$ cat src/hw/rtl/assert_macros.svh
// assertion macros shared by the rtl files
`ifndef ASSERT_MACROS_SVH
`define ASSERT_MACROS_SVH
`ifndef SYNTHESIS
`define ASSERT_IMPL(label, clk, rst_n, prop, msg) \
    label: assert property (@(posedge clk) disable iff (!rst_n) prop) else $error(msg);
`define ASSERT_NORST(label, clk, prop, msg) \
    label: assert property (@(posedge clk) prop) else $error(msg);
`else
`define ASSERT_IMPL(label, clk, rst_n, prop, msg)
`define ASSERT_NORST(label, clk, prop, msg)
`endif
`endif

$ cat src/hw/rtl/rtt_pkg.sv
// shared types and constants of the round-trip statistics unit
package rtt_pkg;
    localparam int MaxSamples = 12;
    localparam logic [7:0] LostMax = 8'd255;

    typedef enum logic [1:0] {
        OP_ADD   = 2'd0,
        OP_LOST  = 2'd1,
        OP_REPORT = 2'd2,
        OP_CLEAR = 2'd3
    } t_op;

    typedef enum logic [3:0] {
        ST_IDLE, ST_SCAN, ST_SORT, ST_DIVJ, ST_DIVL, ST_OUT
    } t_state;

    typedef struct packed {
        logic do_add;
        logic do_lost;
        logic do_clear;
        logic start_scan;
        logic scan_step;
        logic sort_step;
        logic start_div_j;
        logic start_div_l;
        logic div_step;
        logic load_out;
    } t_cmd;

    typedef struct packed {
        logic scan_done;
        logic sort_done;
        logic div_done;
    } t_status;

    function automatic logic [1:0] ci_rank(input logic [3:0] n);
        logic [1:0] r;
        begin
            r = 2'd0;
            if (n >= 4'd5) r = 2'd1;
            if (n >= 4'd8) r = 2'd2;
            if (n >= 4'd11) r = 2'd3;
            return r;
        end
    endfunction
endpackage

$ cat src/hw/rtl/rtt_ctrl.sv
// sequencing state machine of the round-trip statistics unit
`include "assert_macros.svh"
module rtt_ctrl (
    input  logic             i_clk,
    input  logic             i_rst_n,
    input  logic             i_valid,
    input  logic [1:0]       i_operation,
    input  logic             i_out_busy,
    input  rtt_pkg::t_status i_status,
    output logic             o_stall,
    output rtt_pkg::t_cmd    o_cmd
);
    rtt_pkg::t_state r_state, n_state;
    logic            w_acc;

    assign o_stall = (r_state != rtt_pkg::ST_IDLE);
    assign w_acc   = i_valid && !o_stall;

    always_ff @(posedge i_clk) begin
        if (!i_rst_n) r_state <= rtt_pkg::ST_IDLE;
        else r_state <= n_state;
    end

    always_comb begin
        n_state = r_state;
        unique case (r_state)
            rtt_pkg::ST_IDLE: if (w_acc && i_operation == rtt_pkg::OP_REPORT)
                n_state = rtt_pkg::ST_SCAN;
            rtt_pkg::ST_SCAN: if (i_status.scan_done) n_state = rtt_pkg::ST_SORT;
            rtt_pkg::ST_SORT: if (i_status.sort_done) n_state = rtt_pkg::ST_DIVJ;
            rtt_pkg::ST_DIVJ: if (i_status.div_done) n_state = rtt_pkg::ST_DIVL;
            rtt_pkg::ST_DIVL: if (i_status.div_done && !i_out_busy)
                n_state = rtt_pkg::ST_OUT;
            rtt_pkg::ST_OUT: n_state = rtt_pkg::ST_IDLE;
            default: n_state = rtt_pkg::ST_IDLE;
        endcase
    end

    always_comb begin
        o_cmd = '0;
        unique case (r_state)
            rtt_pkg::ST_IDLE: begin
                o_cmd.do_add     = w_acc && i_operation == rtt_pkg::OP_ADD;
                o_cmd.do_lost    = w_acc && i_operation == rtt_pkg::OP_LOST;
                o_cmd.do_clear   = w_acc && i_operation == rtt_pkg::OP_CLEAR;
                o_cmd.start_scan = w_acc && i_operation == rtt_pkg::OP_REPORT;
            end
            rtt_pkg::ST_SCAN: begin
                o_cmd.scan_step   = 1'b1;
                o_cmd.start_div_j = i_status.scan_done;
            end
            rtt_pkg::ST_SORT: begin
                o_cmd.sort_step = 1'b1;
                o_cmd.div_step  = 1'b1;
            end
            rtt_pkg::ST_DIVJ: begin
                o_cmd.div_step    = !i_status.div_done;
                o_cmd.start_div_l = i_status.div_done;
            end
            rtt_pkg::ST_DIVL: o_cmd.div_step = !i_status.div_done;
            rtt_pkg::ST_OUT: o_cmd.load_out = 1'b1;
            default: o_cmd = '0;
        endcase
    end

    `ASSERT_IMPL(a_out_from_divl, i_clk, i_rst_n,
        r_state == rtt_pkg::ST_OUT |-> $past(r_state) == rtt_pkg::ST_DIVL, "bad path")
    `ASSERT_IMPL(a_stall_busy, i_clk, i_rst_n,
        r_state != rtt_pkg::ST_IDLE |-> o_stall, "accepted while busy")
    `ASSERT_IMPL(a_load_free, i_clk, i_rst_n,
        o_cmd.load_out |-> !i_out_busy, "overwrote result")
endmodule

$ cat src/hw/rtl/rtt_dpath.sv
// sample store, scan, sorter and shared divider
`include "assert_macros.svh"
module rtt_dpath (
    input  logic             i_clk,
    input  logic             i_rst_n,
    input  rtt_pkg::t_cmd    i_cmd,
    input  logic [31:0]      i_rtt_sample,
    input  logic             i_out_stall,
    output rtt_pkg::t_status o_status,
    output logic             o_out_busy,
    output logic             o_valid,
    output logic [3:0]       o_sample_total,
    output logic [31:0]      o_min_rtt,
    output logic [31:0]      o_median_rtt,
    output logic [31:0]      o_p90_rtt,
    output logic [31:0]      o_jitter_mean,
    output logic [6:0]       o_loss_percent,
    output logic             o_ci_valid,
    output logic [31:0]      o_ci_low,
    output logic [31:0]      o_ci_high
);
    logic [31:0] r_store [rtt_pkg::MaxSamples];
    logic [31:0] r_sort  [rtt_pkg::MaxSamples];
    logic [3:0]  r_cnt;
    logic [7:0]  r_lost;
    logic [3:0]  r_idx;
    logic [31:0] r_min;
    logic [35:0] r_jsum;
    logic [31:0] r_prev;
    logic [3:0]  r_pass;
    logic        r_phase;
    // divider: 36-bit dividend, up to 9-bit divisor
    logic [35:0] r_quo;
    logic [8:0]  r_rem;
    logic [8:0]  r_den;
    logic [5:0]  r_dcnt;
    logic [31:0] r_jit;
    logic        r_valid;
    logic [31:0] w_cur;
    logic [31:0] w_diff;
    logic [9:0]  w_trial;
    logic [8:0]  w_tot;
    logic [3:0]  w_mid;
    logic [3:0]  w_p90;
    logic [1:0]  w_k;
    logic [32:0] w_msum;
    logic [7:0]  w_p9;

    assign w_cur  = r_store[r_idx];
    assign w_diff = (r_prev > w_cur) ? r_prev - w_cur : w_cur - r_prev;
    assign w_tot  = {5'd0, r_cnt} + {1'b0, r_lost};
    assign w_trial = {r_rem, r_quo[35]} - {1'b0, r_den};

    always_ff @(posedge i_clk) begin
        if (!i_rst_n) begin
            r_cnt  <= '0;
            r_lost <= '0;
        end else begin
            if (i_cmd.do_add && r_cnt < 4'(rtt_pkg::MaxSamples)) begin
                r_cnt <= r_cnt + 4'd1;
            end
            if (i_cmd.do_lost && r_lost != rtt_pkg::LostMax) r_lost <= r_lost + 8'd1;
            if (i_cmd.do_clear) begin
                r_cnt  <= '0;
                r_lost <= '0;
            end
        end
    end

    always_ff @(posedge i_clk) begin
        if (i_cmd.do_add && r_cnt < 4'(rtt_pkg::MaxSamples)) r_store[r_cnt] <= i_rtt_sample;
    end

    // scan pass: minimum non-zero sample and jitter sum, one sample a cycle, copies into sorter
    always_ff @(posedge i_clk) begin
        if (i_cmd.start_scan) begin
            r_idx  <= '0;
            r_min  <= '0;
            r_jsum <= '0;
        end else if (i_cmd.scan_step && r_idx < r_cnt) begin
            r_sort[r_idx] <= w_cur;
            if (w_cur != 32'd0 && (r_min == 32'd0 || w_cur < r_min)) r_min <= w_cur;
            if (r_idx != 4'd0) r_jsum <= r_jsum + {4'd0, w_diff};
            r_prev <= w_cur;
            r_idx  <= r_idx + 4'd1;
        end else if (i_cmd.sort_step) begin
            // odd-even transposition: one compare-exchange phase per cycle
            for (int i = 0; i < rtt_pkg::MaxSamples - 1; i++) begin
                if ((i % 2) == int'(r_phase) && 4'(i + 1) < r_cnt
                    && r_sort[i] > r_sort[i + 1]) begin
                    r_sort[i]     <= r_sort[i + 1];
                    r_sort[i + 1] <= r_sort[i];
                end
            end
        end
    end

    assign o_status.scan_done = i_cmd.scan_step && r_idx >= r_cnt;
    assign o_status.sort_done = r_pass == 4'(rtt_pkg::MaxSamples - 1);

    always_ff @(posedge i_clk) begin
        if (i_cmd.start_div_j) begin
            r_pass  <= '0;
            r_phase <= 1'b0;
        end else if (i_cmd.sort_step) begin
            r_pass  <= r_pass + 4'd1;
            r_phase <= ~r_phase;
        end
    end

    assign w_p9 = {4'd0, r_cnt} * 8'd9 - 8'd1;
    // restoring divider, one quotient bit a cycle
    always_ff @(posedge i_clk) begin
        if (i_cmd.start_div_j) begin
            r_quo  <= (r_cnt >= 4'd2) ? r_jsum : 36'd0;
            r_den  <= (r_cnt >= 4'd2) ? {5'd0, r_cnt - 4'd1} : 9'd1;
            r_rem  <= '0;
            r_dcnt <= 6'd36;
        end else if (i_cmd.start_div_l) begin
            r_jit  <= r_quo[31:0];
            r_quo  <= (w_tot == 9'd0) ? 36'd100 : {28'd0, r_lost} * 36'd100;
            r_den  <= (w_tot == 9'd0) ? 9'd1 : w_tot;
            r_rem  <= '0;
            r_dcnt <= 6'd36;
        end else if (i_cmd.div_step && r_dcnt != 6'd0) begin
            if (!w_trial[9]) r_rem <= w_trial[8:0];
            else r_rem <= {r_rem[7:0], r_quo[35]};
            r_quo  <= {r_quo[34:0], !w_trial[9]};
            r_dcnt <= r_dcnt - 6'd1;
        end
    end
    assign o_status.div_done = r_dcnt == 6'd0;

    // p90 index (9n-1)/10 for n up to 12 fits a small compare
    always_comb begin
        w_p90 = 4'd0;
        for (int t = 1; t < rtt_pkg::MaxSamples; t++) begin
            if ({1'b0, w_p9} >= 9'(10 * t)) w_p90 = 4'(t);
        end
    end
    assign w_mid  = r_cnt >> 1;
    assign w_k    = rtt_pkg::ci_rank(r_cnt);
    assign w_msum = {1'b0, r_sort[w_mid - 4'd1]} + {1'b0, r_sort[w_mid]};

    always_ff @(posedge i_clk) begin
        if (!i_rst_n) r_valid <= 1'b0;
        else if (i_cmd.load_out) r_valid <= 1'b1;
        else if (!i_out_stall) r_valid <= 1'b0;
    end

    always_ff @(posedge i_clk) begin
        if (i_cmd.load_out) begin
            o_sample_total <= r_cnt;
            o_min_rtt      <= r_min;
            o_jitter_mean  <= r_jit;
            o_loss_percent <= r_quo[6:0];
            if (r_cnt == 4'd0) begin
                o_median_rtt <= '0;
                o_p90_rtt    <= '0;
            end else begin
                o_median_rtt <= r_cnt[0] ? r_sort[w_mid] : w_msum[32:1];
                o_p90_rtt    <= r_sort[w_p90];
            end
            o_ci_valid <= r_cnt >= 4'd5;
            o_ci_low   <= (r_cnt >= 4'd5) ? r_sort[{2'd0, w_k} - 4'd1] : 32'd0;
            o_ci_high  <= (r_cnt >= 4'd5) ? r_sort[r_cnt - {2'd0, w_k}] : 32'd0;
        end
    end

    assign o_valid    = r_valid;
    assign o_out_busy = r_valid && i_out_stall;

    `ASSERT_IMPL(a_cnt_range, i_clk, i_rst_n,
        r_cnt <= 4'(rtt_pkg::MaxSamples), "count overflow")
    `ASSERT_IMPL(a_loss_range, i_clk, i_rst_n,
        o_valid |-> o_loss_percent <= 7'd100, "loss above 100")
    `ASSERT_IMPL(a_ci_zero, i_clk, i_rst_n,
        o_valid && !o_ci_valid |-> o_ci_low == 32'd0 && o_ci_high == 32'd0, "ci not zero")
endmodule

$ cat src/hw/rtl/rtt_sample_statistics_unit.sv
// top level of the round-trip sample statistics unit
// Add, lost-probe and clear transfers are accepted without stalling the input. A
// report transfer stalls the input through a scan of the stored samples,
// twelve odd-even sort phases, the rest of the 36-step jitter quotient of the
// shared one-bit-per-cycle divider (it starts under the sort), the loss
// quotient, and the load of the result register. The loss pass also holds while
// an earlier result still waits in the stalled result register.
module rtt_sample_statistics_unit (
    input  logic        i_clk,
    input  logic        i_rst_n,
    input  logic        i_valid,
    output logic        o_stall,
    input  logic [1:0]  i_operation,
    input  logic [31:0] i_rtt_sample,
    output logic        o_valid,
    input  logic        i_stall,
    output logic [3:0]  o_sample_total,
    output logic [31:0] o_min_rtt,
    output logic [31:0] o_median_rtt,
    output logic [31:0] o_p90_rtt,
    output logic [31:0] o_jitter_mean,
    output logic [6:0]  o_loss_percent,
    output logic        o_ci_valid,
    output logic [31:0] o_ci_low,
    output logic [31:0] o_ci_high
);
    rtt_pkg::t_cmd    w_cmd;
    rtt_pkg::t_status w_status;
    logic             w_busy;

    rtt_ctrl u_ctrl (
        .i_clk(i_clk), .i_rst_n(i_rst_n), .i_valid(i_valid),
        .i_operation(i_operation), .i_out_busy(w_busy), .i_status(w_status),
        .o_stall(o_stall), .o_cmd(w_cmd)
    );

    rtt_dpath u_dpath (
        .i_clk(i_clk), .i_rst_n(i_rst_n), .i_cmd(w_cmd), .i_rtt_sample(i_rtt_sample),
        .i_out_stall(i_stall), .o_status(w_status), .o_out_busy(w_busy),
        .o_valid(o_valid), .o_sample_total(o_sample_total), .o_min_rtt(o_min_rtt),
        .o_median_rtt(o_median_rtt), .o_p90_rtt(o_p90_rtt),
        .o_jitter_mean(o_jitter_mean), .o_loss_percent(o_loss_percent),
        .o_ci_valid(o_ci_valid), .o_ci_low(o_ci_low), .o_ci_high(o_ci_high)
    );
endmodule
$ cat config.mk
export PLATFORM = sky130hd
export DESIGN_NAME = rtt_sample_statistics_unit
export DESIGN_NICKNAME = d
export VERILOG_FILES = /design/src/hw/rtl/rtt_pkg.sv /design/src/hw/rtl/rtt_ctrl.sv /design/src/hw/rtl/rtt_dpath.sv /design/src/hw/rtl/rtt_sample_statistics_unit.sv
export VERILOG_INCLUDE_DIRS = /design/src /design/src/hw/rtl
export SDC_FILE = /design/constraint.sdc
export NUM_CORES = 2
export LEC_CHECK = 0
export BUFFER_PORTS_ARGS = -buffer_cell sky130_fd_sc_hd__buf_2
export CAP_MARGIN = 20
export CORE_AREA = 3 3 370 518
export CTS_CLUSTER_SIZE = 28
export DETAILED_ROUTE_END_ITERATION = 10
export DIE_AREA = 0 0 373 521
export SLEW_MARGIN = 5
export SYNTH_ARGS = -nofsm -noshare
export SYNTH_HDL_FRONTEND = slang
export SYNTH_SLANG_ARGS = --single-unit
$ cat constraint.sdc
create_clock -name i_clk -period 9.11 [get_ports i_clk]
set_input_delay 0.911 -clock i_clk [delete_from_list [all_inputs] [get_ports i_clk]]
set_output_delay 0.911 -clock i_clk [all_outputs]
set_load 0.02 [all_outputs]
# Word-level counts from Yosys, hierarchy flattened
# Memory sizes are Yosys's and may differ from the RTL's. A register that Yosys moved wholly into a read port is not among the register bits.
# Cells that the tools add are included.
# W data, S select, Z words.
# op_classes
n_div	0
shift	0
magnitude_cmp	42
n_mux	118
multipliers	2
bitwise	15
reduce_logical	63
add_sub_neg	16
n_eq_ne	16
# ops
op	count
$mux W32	13
$gt A32 B32 Y1	12
$mux W36	4
$mux W1	70
$mux W4	16
$sub A32 B32 Y32	2
$ge A8 B7 Y1 const B	5
$add A36 B32 Y36	1
$mux W9	4
$logic_and A1 B1 Y1	35
$add A32 B32 Y33	1
$logic_not A32 Y1	1
$lt A32 B32 Y1	1
$reduce_bool A32 Y1	1
$reduce_or A32 Y1	1
$ge A8 B6 Y1 const B	3
$pmux W4 S5	1
$ge A8 B5 Y1 const B	2
$lt A3 B4 Y1 const A	4
$lt A4 B4 Y1 const A	4
$mux W15	1
$mul A8 B5 Y13 const B	1
$add A4 B1 Y4 const B	3
$mux W3	4
other kinds (44)	82
# word_totals
register_bits	326
word_cells	295
out_inout_bits	206
latchBits	0
in_bits	38
mem_bits_rw	768
romBits	0
n_memories	2
# mem_list
name	words	word_bits	read_ports	rd_clocked_by_memory_dff	write_ports	line	source
u_dpath.r_sort	12	32	17	4	12	rtt_dpath.sv:23	logic [31:0] r_sort [rtt_pkg::MaxSamples];
u_dpath.r_store	12	32	1	1	1	rtt_dpath.sv:22	logic [31:0] r_store [rtt_pkg::MaxSamples];

# Logic depth before layout (Yosys ltp)
# depth
depth_word	14
depth_mapped	33
mapped_depth_nobuf	26

# By module
# A second synthesis with hierarchy kept.
# unflattened
cells_unflattened	7132
hier_area_um2	84085.6
# modules_own_cells
mod	n_inst	seq_area_each_um2	cells_each	area_per_inst_um2
rtt_dpath	1	38547.0	7088	83764.1
rtt_ctrl	1	60.1	44	321.6

# Least setup slack after synthesis
# No wires, ideal clock.
# synth_timing
path_type	reg-to-reg
start	register (tool-made name)
end	register u_dpath.r_jsum[28]
n_path_buf	7
t_arrival_ps	6849
required_time_ps	8978
path_slack_ps	2129
setup_ps	132
period_less_slack_ps	6981
stages_incl_launch_ff	31
path_cell_list	dfxtp_1 > buf_2 > buf_2 > buf_2 > mux4_2 > mux2i_1 > o21ai_0 > buf_2 > inv_1 > fa_1 > a21o_1 > a21oi_1 > o21ba_2 > o21ai_1 > a21oi_1 > a2bb2oi_2 > buf_2 > buf_2 > buf_2 > mux2_2 > fa_1 > a21oi_1 > o21bai_1 > a211oi_1 > nor4_1 > o211ai_1 > a21oi_1 > a2111oi_0 > a21oi_1 > xnor2_1 > a21oi_1
# synth_rtl
element	line	source
end signal: assignment	rtt_dpath.sv:83	if (r_idx != 4'd0) r_jsum <= r_jsum + {4'd0, w_diff};
end: declaration	rtt_dpath.sv:28	logic [35:0] r_jsum;

==> results.tsv <==
metric	value	unit
synth_edf_count	1209	
cp_slowest_stage_delay	0.91	ns
drive_gt1_share	17.75	%
num_io_pins	244	
gp_routability_congestion	1.027	
floorplan.core_area	187500	um^2
worstHoldEndpoint	u_dpath.r_store[4][3]$_DFFE_PP_	
design_power_total	18.46	mW
grt_setup_unrepaired	false	
setup_slack_of_the_worst_register_to_register_path	0.76	ns
ys.warnings.count	0	
place_ws	1.046	ns
clock.fmax	119.8	MHz
drt.antenna.violating_nets	0	
detailed_place_hpwl	239200	um
numCtsBuffers	153	
global_route.overflow_total	0	
numPortBuffers	243	
fillerInstances	16500	
final_nets	7904	
area.growth.synth_to_final	11.85	%
drc	0	
worstPathBufferInverterCount	3	
start_util	44.83	%
worst_path_max_delay_cell	o21ai_2	
maximum_number_of_pins_on_one_net_before_global_route_repair	97	
tritoncts	done	
met1_usage	39.56	%
post_synth_num_cell_types	90	
first_global_vias	64580	
synth_nets	7749	
hold_ws	0.3794	ns
finalSetupViolCount	0	
drt_pre_antenna_iters	7	
slew_viol_final	0	
synth-seq-cells	1324	
finish.cell_count_without_fillers	9860	
commonest_cells_after_routing_fill_and_taps_aside	edfxtp_1, ha_1, inv_1	
tightestPinTransition	1.285	ns
setup.worst_path.end_class	flip-flop	
layout_min_cycle_time	8.346	ns
max-slew-margin-rel	13.67	%
number_of_clock_sinks_seen_by_cts	1324	
clk_latency	0.85	ns
avgRoutedWirePerCell	33.88	um
min_from	i_rtt_sample[3]	
outcome	complete, no violations	
place_inst	9579	
groute.layer.met2.usage	54.68	%
critPathTopFamily	simple AND/OR/NAND/NOR gates	
cp-start-kind	flip-flop	
synth_area	84050	um^2
fp.dieArea	194300	um^2
grt_first_pass_wirelength	472900	um
synthFlopType	edfxtp_1	
timing.clock.skew	0.06866	ns
die_height	521	um
htreeDepth	4	
syn_avg_cell_area	11.82	um^2
timing.critical_path.arrival	9.12	ns
power.static_leakage	36.99	nW
setup_ws	0.7645	ns
row_count	188	
grt_busiest_layer	met2	
first_iter_violations	8219	
mostFrequentLayoutCell	edfxtp_1	
synth_cells	7113	
path_class	reg -> reg	
met3_usage	7.826	%
ff2ff_path_depth	25	
synth.top_cells.by_area	edfxtp_1, mux4_2, ha_1	
timing_hold_violations_final	0	
clk_root_buffer_cell	clkbuf_16	
ys_seq_area_share	45.94	%
clock_transition_at_the_registers_of_the_reported_paths	0.07	ns
synthDominantCellAreaShare	43.20	%
timing.rr.end	u_dpath.r_jsum[32]$_SDFFE_PP0P_	
num_vias	65490	
crit_required	9.88	ns
hold_path_depth	1	
cts_resized	0	
cts_hold_buffers	0	
post_cts_setup_buffer_count	0	
grt_antenna_before_repair	27	
postSynth.asyncResetShare	0	%
drv.max_cap_violation_count	0	
period_share	91.61	%
routed_wl	334000	um
width_of_the_die	373	um
cp_max_fo	22	
yosysTopAreaCell	edfxtp_1	
via_per_inst	6.642	
vdd_drop_max	0.0002095	V
grt_resource_usage_total	33.62	%
fin_setup_tns	0	ns
tightest_hold_check_type	in -> reg	
power.density	196.3	nW/um^2
clk_path_buf_depth	4	
## cell type report
class	count	area, um^2	share of cell area [%]
antenna	8	20.02	0.02130
clock buffer	185	4030	4.287
clock inverter	84	1107	1.178
inverter	542	2037	2.167
multi-input combinational	4789	42060	44.74
sequential	1324	38630	41.09
tap	2470	3090	3.287
timing repair buffer	458	3038	3.232
## worst reg2reg max path, stage by stage (launching register included)
cell and delay (ns):
dfxtp_4 0.53, buf_12 0.28, mux4_2 0.27, mux2i_1 0.08, o21ai_2 0.91, inv_1 0.41
ha_1 0.60, and3_1 0.26, nand2_1 0.10, nor2_1 0.25, nand4_1 0.23, nand2_1 0.18
a2bb2oi_4 0.47, buf_4 0.27, mux2i_1 0.24, xnor2_1 0.15, ha_1 0.40, and3_1 0.23
o21ai_0 0.13, nor4_1 0.69, o211ai_1 0.31, and3_1 0.27, o211ai_1 0.27, a211oi_1 0.18
or4_1 0.49, nand2_1 0.07
## synthesized netlist by cell type, drive strengths merged (68+ instances only)
master and n:
edfxtp 1209, o211ai 92, nor2 325, dfxtp 115, a211oi 97, ha 587
nand2 475, clkbuf 278, mux4 448, nor2b 81, a21o 189, xnor2 73
a22oi 74, o21ai 440, mux2 70, inv 542, nand4 98, a31oi 68
buf 180, nor3 108, mux2i 447, a21oi 408, nand3 117
## state kept, by name, indices dropped and copies added, names as in the netlist, 6 cells and up, named ones only
name / count
u_dpath.r_rem: 9
u_dpath.o_ci_low: 32
u_dpath.o_loss_percent: 7
u_dpath.r_jit: 32
u_dpath.o_median_rtt: 32
u_dpath.r_jsum: 36
u_dpath.r_den: 9
u_dpath.r_sort: 512
u_dpath.r_quo: 36
u_dpath.r_store: 384
u_dpath.r_min: 32
u_dpath.r_dcnt: 6
u_dpath.r_prev: 32
u_dpath.r_lost: 8
u_dpath.o_p90_rtt: 32
u_dpath.o_ci_high: 32
u_dpath.o_jitter_mean: 32
u_dpath.o_min_rtt: 32
## metal layers
layer | share of wire, % | wire length (um) | up-vias
li1 | - | - | 27730
met1 | 35 | 118300 | 32680
met2 | 47 | 155700 | 3970
met3 | 9.6 | 31940 | 1098
met4 | 8.4 | 28020 | 14
met5 | 0.024 | 79 | -
## worst max path at each step
| stage | from | endpoint | slack (ns) | cells after the start |
|---|---|---|---|---|
| 2_1_floorplan | flip-flop | u_dpath.r_jsum[28]$_SDFFE_PP0P_ | 2.13 | 30 |
| 3_3_place_gp | flip-flop | u_dpath.r_jsum[29]$_SDFFE_PP0P_ | 1.14 | 25 |
| 3_5_place_dp | flip-flop | u_dpath.r_jsum[29]$_SDFFE_PP0P_ | 1.05 | 25 |
| 4_1_cts | flip-flop | u_dpath.r_jsum[34]$_SDFFE_PP0P_ | 0.97 | 25 |
| 5_1_grt | flip-flop | u_dpath.r_jsum[34]$_SDFFE_PP0P_ | 0.42 | 25 |
| 6_report | flip-flop | u_dpath.r_jsum[32]$_SDFFE_PP0P_ | 0.76 | 25 |
## where the power goes
group          switching, mW  internal (mW)  total (mW)
Sequential             0.188           7.01        7.20
Clock                   2.68           3.82        6.51
Combinational           2.95           1.80        4.74
## cell families after synthesis
family	synth area share [%]
mux	18.27
flops	45.94
fa+ha+maj	9.001
compound gates	13.29
simple gates	7.587
buf+inv	4.694
xor+xnor	1.230
## per-stage QoR
step	util (%)	instance area [um^2]
finish	50.14	94010
global route	50.14	94000
CTS	50.11	93950
detailed placement	47.37	88810
global placement	47.37	88810
floorplan	-	84050
(Power assumes the default switching activity.)
